===== src/rtl/core/ewbp_pkg.sv =====
`default_nettype none

package ewbp_pkg;

    localparam int NUM_BINS = 12;
    localparam int IDX_W    = 4;
    localparam int CNT_W    = 8;
    localparam int COORD_W  = 8;
    localparam int LOC_W    = 5;

    localparam logic [COORD_W-1:0] WIN_LO     = 8'd114;
    localparam logic [COORD_W-1:0] WIN_HI     = 8'd141;
    localparam logic [LOC_W-1:0]   BIN_SPAN   = 5'd8;
    localparam logic [CNT_W-1:0]   CNT_MAX    = 8'd255;
    localparam logic [CNT_W-1:0]   SLOTS_MAX  = 8'd255;
    localparam logic [CNT_W-1:0]   MAX_EVENTS = 8'd150;
    localparam logic [IDX_W-1:0]   FIRST_BIN  = 4'd0;
    localparam logic [IDX_W-1:0]   LAST_BIN   = 4'(NUM_BINS - 1);

    localparam logic [LOC_W-1:0] BIN_X_LO [NUM_BINS] =
        '{5'd5, 5'd14, 5'd0, 5'd5, 5'd14, 5'd19, 5'd0, 5'd5, 5'd14, 5'd19, 5'd5, 5'd14};
    localparam logic [LOC_W-1:0] BIN_Y_LO [NUM_BINS] =
        '{5'd0, 5'd0, 5'd5, 5'd5, 5'd5, 5'd5, 5'd14, 5'd14, 5'd14, 5'd14, 5'd19, 5'd19};

    typedef logic [NUM_BINS-1:0] bin_mask_t;
    typedef logic [NUM_BINS-1:0][CNT_W-1:0] count_array_t;

    typedef struct packed {
        logic         load;
        count_array_t counts;
    } scan_load_t;

endpackage

`default_nettype wire


===== src/rtl/core/ewbp_if.sv =====
`default_nettype none

interface ewbp_event_if
    import ewbp_pkg::*;
();
    logic               valid;
    logic               ready;
    logic [COORD_W-1:0] event_x;
    logic [COORD_W-1:0] event_y;
    logic               scan_end;

    modport source (output valid, event_x, event_y, scan_end, input ready);
    modport sink   (input valid, event_x, event_y, scan_end, output ready);
endinterface

interface ewbp_bin_if
    import ewbp_pkg::*;
();
    logic             valid;
    logic             ready;
    logic [IDX_W-1:0] bin_index;
    logic [CNT_W-1:0] bin_count;
    logic             last_bin;

    modport source (output valid, bin_index, bin_count, last_bin, input ready);
    modport sink   (input valid, bin_index, bin_count, last_bin, output ready);
endinterface

`default_nettype wire


===== src/rtl/core/ewbp_match.sv =====
`default_nettype none

module ewbp_match
    import ewbp_pkg::*;
(
    input  wire logic [COORD_W-1:0] x,
    input  wire logic [COORD_W-1:0] y,
    output bin_mask_t               hit
);

    logic             in_win;
    logic [LOC_W-1:0] lx;
    logic [LOC_W-1:0] ly;

    always_comb
    begin
        in_win = (x >= WIN_LO) && (x <= WIN_HI) && (y >= WIN_LO) && (y <= WIN_HI);
        lx     = LOC_W'(x - WIN_LO);
        ly     = LOC_W'(y - WIN_LO);
        for (int i = 0; i < NUM_BINS; i++)
        begin
            hit[i] = in_win
                && (lx >= BIN_X_LO[i]) && (lx <= LOC_W'(BIN_X_LO[i] + BIN_SPAN))
                && (ly >= BIN_Y_LO[i]) && (ly <= LOC_W'(BIN_Y_LO[i] + BIN_SPAN));
        end
    end

endmodule

`default_nettype wire


===== src/rtl/core/ewbp_accum.sv =====
`default_nettype none

module ewbp_accum
    import ewbp_pkg::*;
(
    input  wire logic   clk,
    input  wire logic   rst_n,
    ewbp_event_if.sink  evt,
    input  wire logic   snap_free,
    output scan_load_t  scan_load
);

    logic [COORD_W-1:0] x_reg;
    logic [COORD_W-1:0] y_reg;
    logic               end_reg;
    logic               valid_reg;
    count_array_t       cnt_reg;
    count_array_t       cnt_next;
    logic               stop_reg;
    logic               stop_next;
    logic [CNT_W-1:0]   slots_reg;
    logic [CNT_W-1:0]   slots_next;

    bin_mask_t    hit;
    count_array_t upd;
    logic         advance;
    logic         accept;
    logic         examine;
    logic         sentinel;

    ewbp_match u_match (
        .x   (x_reg),
        .y   (y_reg),
        .hit (hit)
    );

    always_comb
    begin
        advance   = valid_reg && (!end_reg || snap_free);
        evt.ready = !valid_reg || advance;
        accept    = evt.valid && evt.ready;
        examine   = !stop_reg && (slots_reg < MAX_EVENTS);
        sentinel  = (x_reg == '0) && (y_reg == '0);

        for (int i = 0; i < NUM_BINS; i++)
        begin
            upd[i] = cnt_reg[i];
            if (examine && !sentinel && hit[i] && (cnt_reg[i] != CNT_MAX))
            begin
                upd[i] = cnt_reg[i] + 1'b1;
            end
        end

        cnt_next   = cnt_reg;
        stop_next  = stop_reg;
        slots_next = slots_reg;
        if (advance)
        begin
            if (end_reg)
            begin
                cnt_next   = '0;
                stop_next  = 1'b0;
                slots_next = '0;
            end
            else
            begin
                cnt_next   = upd;
                stop_next  = stop_reg || (examine && sentinel);
                slots_next = (slots_reg == SLOTS_MAX) ? slots_reg : slots_reg + 1'b1;
            end
        end

        scan_load.load   = advance && end_reg;
        scan_load.counts = upd;
    end

    always_ff @(posedge clk or negedge rst_n)
    begin
        if (!rst_n)
        begin
            valid_reg <= 1'b0;
            cnt_reg   <= '0;
            stop_reg  <= 1'b0;
            slots_reg <= '0;
        end
        else
        begin
            if (accept)
            begin
                valid_reg <= 1'b1;
            end
            else if (advance)
            begin
                valid_reg <= 1'b0;
            end
            cnt_reg   <= cnt_next;
            stop_reg  <= stop_next;
            slots_reg <= slots_next;
        end
    end

    always_ff @(posedge clk)
    begin
        if (accept)
        begin
            x_reg   <= evt.event_x;
            y_reg   <= evt.event_y;
            end_reg <= evt.scan_end;
        end
    end

endmodule

`default_nettype wire


===== src/rtl/core/ewbp_drain.sv =====
`default_nettype none

module ewbp_drain
    import ewbp_pkg::*;
(
    input  wire logic  clk,
    input  wire logic  rst_n,
    input  scan_load_t scan_load,
    output logic       snap_free,
    ewbp_bin_if.source res
);

    count_array_t     snap_reg;
    logic [IDX_W-1:0] idx_reg;
    logic             active_reg;
    logic             take;
    logic             last_take;

    always_comb
    begin
        res.valid     = active_reg;
        res.bin_index = idx_reg;
        res.bin_count = snap_reg[0];
        res.last_bin  = (idx_reg == LAST_BIN);
        take          = active_reg && res.ready;
        last_take     = take && (idx_reg == LAST_BIN);
        snap_free     = !active_reg || last_take;
    end

    always_ff @(posedge clk or negedge rst_n)
    begin
        if (!rst_n)
        begin
            active_reg <= 1'b0;
            idx_reg    <= FIRST_BIN;
        end
        else if (scan_load.load)
        begin
            active_reg <= 1'b1;
            idx_reg    <= FIRST_BIN;
        end
        else if (take)
        begin
            active_reg <= !last_take;
            idx_reg    <= idx_reg + 1'b1;
        end
    end

    // shift the snapshot so the current bin always sits at position zero
    always_ff @(posedge clk)
    begin
        if (scan_load.load)
        begin
            snap_reg <= scan_load.counts;
        end
        else if (take)
        begin
            for (int i = 0; i < NUM_BINS - 1; i++)
            begin
                snap_reg[i] <= snap_reg[i+1];
            end
            snap_reg[NUM_BINS-1] <= '0;
        end
    end

endmodule

`default_nettype wire


===== src/rtl/core/event_window_bin_pooling.sv =====
// Event window bin pooling: one scan slot (event_x, event_y, scan_end) is taken per transfer
// on evt, and events inside the 28x28 window at origin 114 are counted into twelve
// overlapping 9x9 bins; an all-zero coordinate stops counting for the rest of the scan and
// only the first 150 slots of a scan are examined. A slot is accepted every cycle unless an
// end-of-scan slot is held back; it sits in the input register, then updates the counters.
// After the last slot of a scan, the twelve counts leave on res one per cycle while res is
// ready, in bin order, starting once that slot has left the input register, with last_bin
// high on bin 11. The snapshot that feeds res holds one scan, so an end-of-scan slot waits
// in the input register until the previous scan's twelve counts have all been taken; a scan
// of fewer than 12 slots is paced by the drain on res, and any stall on res slows it further.
`default_nettype none

module event_window_bin_pooling
    import ewbp_pkg::*;
(
    input  wire logic   clk,
    input  wire logic   rst_n,
    ewbp_event_if.sink  evt,
    ewbp_bin_if.source  res
);

    scan_load_t scan_load;
    logic       snap_free;

    ewbp_accum u_accum (
        .clk       (clk),
        .rst_n     (rst_n),
        .evt       (evt),
        .snap_free (snap_free),
        .scan_load (scan_load)
    );

    ewbp_drain u_drain (
        .clk       (clk),
        .rst_n     (rst_n),
        .scan_load (scan_load),
        .snap_free (snap_free),
        .res       (res)
    );

`ifndef ASSERT_OFF
    a_load_starts_at_first: assert property (@(posedge clk) disable iff (!rst_n)
        scan_load.load |=> (res.valid && (res.bin_index == FIRST_BIN)))
        else $error("snapshot load did not start at bin zero");

    a_no_early_stop: assert property (@(posedge clk) disable iff (!rst_n)
        (res.valid && res.ready && !res.last_bin) |=> res.valid)
        else $error("drain stopped before the last bin");

    a_stop_after_last: assert property (@(posedge clk) disable iff (!rst_n)
        (res.valid && res.ready && res.last_bin && !scan_load.load) |=> !res.valid)
        else $error("drain continued past the last bin");
`endif

endmodule

`default_nettype wire


===== src/flat_wrapper.sv =====
// flat-port wrapper written by rule: the top's interface ports become plain ports
module event_window_bin_pooling_flat import ewbp_pkg::*;
  (clk, rst_n, evt_valid, evt_event_x, evt_event_y, evt_scan_end, evt_ready, res_valid, res_bin_index, res_bin_count, res_last_bin, res_ready);
  ewbp_event_if evt_i ();
  ewbp_bin_if res_i ();
  input  wire logic clk;
  input  wire logic rst_n;
  input wire logic [$bits(evt_i.valid)-1:0] evt_valid;
  input wire logic [$bits(evt_i.event_x)-1:0] evt_event_x;
  input wire logic [$bits(evt_i.event_y)-1:0] evt_event_y;
  input wire logic [$bits(evt_i.scan_end)-1:0] evt_scan_end;
  output wire logic [$bits(evt_i.ready)-1:0] evt_ready;
  output wire logic [$bits(res_i.valid)-1:0] res_valid;
  output wire logic [$bits(res_i.bin_index)-1:0] res_bin_index;
  output wire logic [$bits(res_i.bin_count)-1:0] res_bin_count;
  output wire logic [$bits(res_i.last_bin)-1:0] res_last_bin;
  input wire logic [$bits(res_i.ready)-1:0] res_ready;
  assign evt_i.valid = evt_valid;
  assign evt_i.event_x = evt_event_x;
  assign evt_i.event_y = evt_event_y;
  assign evt_i.scan_end = evt_scan_end;
  assign evt_ready = evt_i.ready;
  assign res_valid = res_i.valid;
  assign res_bin_index = res_i.bin_index;
  assign res_bin_count = res_i.bin_count;
  assign res_last_bin = res_i.last_bin;
  assign res_i.ready = res_ready;
  event_window_bin_pooling u_core (.clk(clk), .rst_n(rst_n), .evt(evt_i), .res(res_i));
endmodule

===== config.mk =====
export PLATFORM = sky130hd
export DESIGN_NAME = event_window_bin_pooling_flat
export DESIGN_NICKNAME = d
export VERILOG_FILES = /design/src/rtl/core/ewbp_pkg.sv /design/src/rtl/core/ewbp_if.sv /design/src/rtl/core/ewbp_match.sv /design/src/rtl/core/ewbp_accum.sv /design/src/rtl/core/ewbp_drain.sv /design/src/rtl/core/event_window_bin_pooling.sv /design/src/flat_wrapper.sv
export SDC_FILE = /design/constraint.sdc
export NUM_CORES = 1
export LEC_CHECK = 0
export BUFFER_PORTS_ARGS = -buffer_cell sky130_fd_sc_hd__buf_2
export CAP_MARGIN = 5
export CORE_MARGIN = 5
export CORE_UTILIZATION = 70
export CTS_BUF_LIST = sky130_fd_sc_hd__clkbuf_4
export DETAILED_ROUTE_END_ITERATION = 10
export PLACE_DENSITY = 0.88
export SYNTH_ARGS = -nofsm -noshare
export SYNTH_HDL_FRONTEND = slang
export SYNTH_SLANG_ARGS = --single-unit

===== constraint.sdc =====
create_clock -name clk -period 8.11 [get_ports clk]
set_clock_uncertainty 0.2 [all_clocks]
set_input_delay 1.622 -clock clk [delete_from_list [all_inputs] [get_ports clk]]
set_output_delay 1.622 -clock clk [all_outputs]
set_load 0.02 [all_outputs]

==> Word-level counts from Yosys, hierarchy flattened <==
Cells that the tools add are included.
{ "totals": {"reg_bits": 224, "inputBits": 21, "output_inout_bits": 15} }
{ "op_classes": {"n_reduce_logical": 83, "muxes": 24, "eq_ne": 15, "n_lt_le_gt_ge": 21, "add_sub_neg": 16} }
{ "ops": {"columns": ["cell", "count"], "rows": [
  ["$mux W96", 3],
  ["$mux W8", 14],
  ["$add A8 B1 Y8 const B", 13],
  ["$ne A8 B8 Y1 const B", 12],
  ["$logic_and A1 B1 Y1", 68],
  ["$le A5 B4 Y1 const B", 4],
  ["$le A5 B5 Y1 const B", 4],
  ["$ge A8 B7 Y1 const B", 2],
  ["$le A8 B8 Y1 const B", 2],
  ["$logic_not A8 Y1", 2],
  ["$ge A5 B1 Y1 const B", 2],
  ["$ge A5 B3 Y1 const B", 2],
  ["$ge A5 B4 Y1 const B", 2],
  ["$ge A5 B5 Y1 const B", 2],
  ["$sub A5 B5 Y5 const B", 2],
  ["$eq A8 B8 Y1 const B", 1],
  ["$lt A8 B8 Y1 const B", 1],
  ["$mux W4", 2],
  ["$logic_not A1 Y1", 6],
  ["$mux W1", 5],
  ["$add A4 B1 Y4 const B", 1],
  ["$eq A4 B4 Y1 const B", 1],
  ["$logic_or A1 B1 Y1", 4],
  ["$reduce_bool A2 Y1", 2],
  ["other kinds (2)", 2]
]} }

==> Logic depth before layout (Yosys ltp) <==
{ "logic_depth": {"ltp_word": 12, "mapped_depth": 11, "mapped_depth_nobuf": 9} }

==> Cells and area by module <==
From an unflattened synthesis, not the netlist that was laid out.
{ "unflattened": {"hier_cells": 1250, "area_unflattened_um2": 13117.6} }
{ "modules_own_cells": {"columns": ["mod", "area_each_um2", "cells_each", "instances"], "rows": [
  ["ewbp_accum", 8215.4, 943, 1],
  ["ewbp_drain", 4331.7, 234, 1],
  ["ewbp_match", 570.5, 73, 1]
]} }

==> Least setup slack after synthesis <==
No wires, ideal clock.
{ "synth_timing": {"path_type": "input to register", "startpoint": "input res_ready", "endpoint": "register u_core.u_drain.snap_reg, in the netlist u_core.u_drain.res.bin_count[0], enable pin", "setup_time_ps": 458, "path_stages": 7, "arrival_time_ps": 4870, "setup_slack_ps": 2583, "required_ps": 7452, "cell_sequence": "nand4b_1 > and3_1 > nor2_1 > nand2_1 > clkbuf_1 > clkbuf_1 > nand2_1"} }
{ "synth_via": {"elab_chain_cells": 7} }
{ "synth_rtl": {"columns": ["item", "line", "text"], "rows": [
  ["from (decl)", "flat_wrapper.sv:17", "input wire logic [$bits(res_i.ready)-1:0] res_ready;"],
  ["$logic_and A1 B1 Y1 *", "ewbp_drain.sv:25", "take = active_reg && res.ready;"],
  ["$logic_and A1 B1 Y1", "ewbp_drain.sv:26", "last_take = take && (idx_reg == LAST_BIN);"],
  ["$logic_or A1 B1 Y1", "ewbp_drain.sv:27", "snap_free = !active_reg || last_take;"],
  ["$logic_or A1 B1 Y1", "ewbp_accum.sv:39", "advance = valid_reg && (!end_reg || snap_free);"],
  ["$logic_and A1 B1 Y1", "ewbp_accum.sv:39", null],
  ["$logic_and A1 B1 Y1", "ewbp_accum.sv:73", "scan_load.load = advance && end_reg;"],
  ["$reduce_bool A2 Y1 (no line) *", null, null],
  ["to (signal assigned)", "ewbp_drain.sv:54", "snap_reg <= scan_load.counts;"],
  ["to (signal, indexed assignment)", "ewbp_drain.sv:60", "snap_reg[i] <= snap_reg[i+1];"],
  ["to (decl)", "ewbp_drain.sv:13", "count_array_t snap_reg;"]
]} }
Mark *: on every way between the ends. The rest lies on a longest branch, timed or not.
A chain may end at the register's enable or synchronous reset.

==> Final worst setup path <==
{ "layout_timing": {"startpoint": "register u_core.u_accum.valid_reg", "endpoint": "register u_core.u_drain.snap_reg[27] in the netlist's numbering, enable pin"} }
{ "layout_via": {"elab_chain_cells": 3} }
{ "layout_rtl": {"columns": ["item", "line", "text"], "rows": [
  ["from (decl)", "ewbp_accum.sv:16", "logic valid_reg;"],
  ["from (signal assigned)", "ewbp_accum.sv:81", "valid_reg <= 1'b0;"],
  ["from (signal assigned)", "ewbp_accum.sv:90", "valid_reg <= 1'b1;"],
  ["from (signal assigned)", "ewbp_accum.sv:94", "valid_reg <= 1'b0;"],
  ["$logic_and A1 B1 Y1", "ewbp_accum.sv:39", null],
  ["$logic_and A1 B1 Y1", "ewbp_accum.sv:73", null],
  ["$reduce_bool A2 Y1 (no line)", null, null]
]} }
No other way between the ends.

==> metrics.csv <==
metric,value,unit
status,finished clean,
DR iter-0 viols,957,
hold crit path type,flip-flop to flip-flop,
"CP delay by family, top",buffers and inverters,
final slew viol count,0,
Final Power,3.31,mW
hold_sp,u_core.u_drain.snap_reg[71],
"worst slack, placed",3.35,ns
CTS tree,yes,
Via density,6.18,
Yosys top cell by area,edfxtp_1,
synth warn,0,
CTS H-Tree Depth,2,
post-synthesis instance total,1279,
fmax,0.228,GHz
Worst Hold End,u_core.u_drain.snap_reg[63],
VDD IR max,0.181,mV
RSZ-0062 raised after global routing,no,
Synth top area share,27.1,%
post-synthesis register bit count,224,
FF-to-FF Start,u_core.u_accum.valid_reg,
endpoints failing setup,0,
Hold Slack,0.321,ns
CTS Sinks,224,
GP Congestion,0.898,
post-synthesis async set-or-reset flop share,49.6,%
fillers,1123,
sequential share of the synthesized area,49.3,%
placed cell area,12700,um^2
wire length per cell,18.2,um
Worst Path Required,8.22,ns
Critical Path End Type,flip-flop,
Final ANT Viol Nets,0,
Layout Area Growth over Synthesis,7.45,%
CP max-delay cell,dfrtp_1,
CP arrival,4.50,ns
die footprint,20600,um^2
Synth Flop Type,edfxtp_1,
Hold Path Depth,2,
Chip Height,144,um
Root Driver,clkbuf_4,
FF-to-FF path depth,6,
MaxCap Viol Count,0,
Cells after DPL,1468,
number of global-route vias before repair,9617,
leak pwr,5.47,nW
Initial Utilization,71.8,%
Mapped Avg Cell Area,9.78,um^2
hpwl dp,18.3,mm
Slowest Stage Delay on Critical Path,0.85,ns
Clock transition at path regs,0.07,ns
pwr/cell area,246,nW/um^2
Largest register FFs,96,
critical-path cell list,clkinv_1 > nor2_2 > buf_4 > nand2_4 > nand2_4 > buf_4,
"EDFF count, synth",113,
DRC viols,0,
Tot GR Track Use,28.5,%
CP Launch Type,flip-flop,
Worst-Skew Late Latency,0.67,ns
Core Box Area,17400,um^2
FF-to-FF setup slack,3.72,ns
Bufs on Longest Clock Path,3,
synth top area cells,"edfxtp_1 27%, dfrtp_1 22%, nand2_1 6.6%",
Synth Cell Area,12500,um^2
worst setup margin,3.72,ns
drt total wl,28.6,mm
final worst path period share,54.1,%
Setup Crit Path Kind,flip-flop to flip-flop,
top-level I/O count,36,
WP buf/inv,3,
Final TNS setup,0,ns
Final Core Density,77.2,%
crit path time final,4.39,ns
Non-Filler Instances,1573,
total number of vias,9716,
setup bufs post-CTS,0,
initial antenna violation count,1,
Syn Nets,1322,
gr ovfl total,0,
post-route cell area,13400,um^2
post_cts resized,0,
floorplan row count,48,
Final Hold Vio Count,0,
first-pass GRT wire length,47.0,mm
largest net degree at the start of global routing,139,
reg2reg end,u_core.u_drain.snap_reg[27],
port bufs,35,
Nets,1344,
worst slew pin tran,1.26,ns
Hold Buf Count CTS,0,
Pre-antenna DRT Iters,6,
Worst slew margin,16.2,%
share of cells above drive strength 1,13.5,%
Num CTS Buffers,56,
Die W,144,um
post-synthesis cell type count,73,
CP Max Fanout,59,
-- worst register-to-register path, delay by kind of cell (launching register included) --
kind	cells	cell delay (ns)
flip-flops	1	0.85
buffers and inverters	3	1.72
AND/OR/NAND/NOR	3	1.25
-- final cells by class --
type / instances / area [um^2] / share of cell area, %
inverter: 17 / 63.8 / 0.475
multi-input combinational: 958 / 5940 / 44.2
tap: 225 / 282 / 2.09
antenna: 1 / 2.50 / 0.0186
sequential: 224 / 6170 / 45.9
clock buffer: 90 / 676 / 5.03
timing repair buffer: 44 / 245 / 1.82
clock inverter: 14 / 56.3 / 0.419
-- worst max path at each step --
stage	cells past startpoint	slack [ns]	start	end
final	6	3.72	u_core.u_accum.valid_reg	u_core.u_drain.snap_reg[27]
after CTS	6	3.79	u_core.u_accum.valid_reg	u_core.u_drain.snap_reg[67]
after global routing	6	3.60	u_core.u_accum.valid_reg	u_core.u_drain.snap_reg[60]
after floorplan	7	2.58	res_ready	u_core.u_drain.res.bin_count[0]
after detailed placement	8	3.35	res_ready	u_core.u_drain.snap_reg[38]
after global placement	8	3.42	res_ready	u_core.u_drain.snap_reg[36]
-- report_power, final --
group          internal [mW]  total, mW  switching [mW]
sequential              1.44       1.69           0.242
clock                  0.502      0.965           0.464
combinational          0.264      0.654           0.390
total                   2.21       3.31            1.09
-- per-layer routing --
layer	track usage, %	vias to the layer above	wire length [um]
met5	0	-	0
met4	11.6	0	878
met3	4.86	64	1860
met2	48.6	362	14400
met1	36.6	4649	11500
li1	-	4641	-
-- cells in the mapped netlist, drive strengths merged (13+ instances only) --
| cell | instances |
|---|---|
| mux2i | 50 |
| a31oi | 25 |
| inv | 16 |
| xor2 | 43 |
| nand4 | 26 |
| xnor2 | 54 |
| edfxtp | 113 |
| and3 | 26 |
| nand2 | 221 |
| dfrtp | 111 |
| and4 | 19 |
| nand2b | 13 |
| nor3 | 18 |
| nand3 | 34 |
| o21ai | 162 |
| nor4 | 15 |
| buf | 20 |
| ha | 22 |
| clkbuf | 60 |
| nor2 | 96 |
| a21oi | 27 |
-- layout by cell type, fill, tap and decap left out, drive strengths merged, types with 3 or more instances in the layout --
| master | synthesis | layout |
|---|---|---|
| and2 | 9 | 9 |
| nor3b | 4 | 4 |
| clkbuf | 60 | 90 |
| xor2 | 43 | 43 |
| a21oi | 27 | 27 |
| nand2 | 221 | 221 |
| nand3 | 34 | 34 |
| mux2i | 50 | 50 |
| nor3 | 18 | 18 |
| and4 | 19 | 19 |
| clkinv | 1 | 15 |
| nand3b | 12 | 12 |
| a31oi | 25 | 25 |
| nand2b | 13 | 13 |
| or3 | 12 | 12 |
| nor4 | 15 | 15 |
| o211ai | 4 | 4 |
| xnor2 | 54 | 54 |
| nand4b | 4 | 4 |
| ha | 22 | 22 |
| a211o | 3 | 3 |
| buf | 20 | 44 |
| nor2b | 6 | 6 |
| inv | 16 | 16 |
| and3 | 26 | 26 |
| o31ai | 6 | 6 |
| mux2 | 5 | 5 |
| o21ai | 162 | 162 |
| nand4 | 26 | 26 |
| o311ai | 9 | 9 |
| o22ai | 4 | 4 |
| edfxtp | 113 | 113 |
| dfrtp | 111 | 111 |
| nor2 | 96 | 96 |
-- cells by family (layout without fill, tap and decap cells) --
| family | Yosys count | in the layout | share of synthesized area [%] |
|---|---|---|---|
| buf+inv | 97 | 165 | 3.46 |
| xor+xnor | 97 | 97 | 6.85 |
| fa+ha+maj | 22 | 22 | 2.20 |
| other cells | 0 | 1 | 0 |
| simple gates | 520 | 520 | 21.3 |
| compound gates | 264 | 264 | 12.4 |
| flops | 224 | 224 | 49.3 |
| mux | 55 | 55 | 4.45 |
Power figures use the tool's default switching activity.
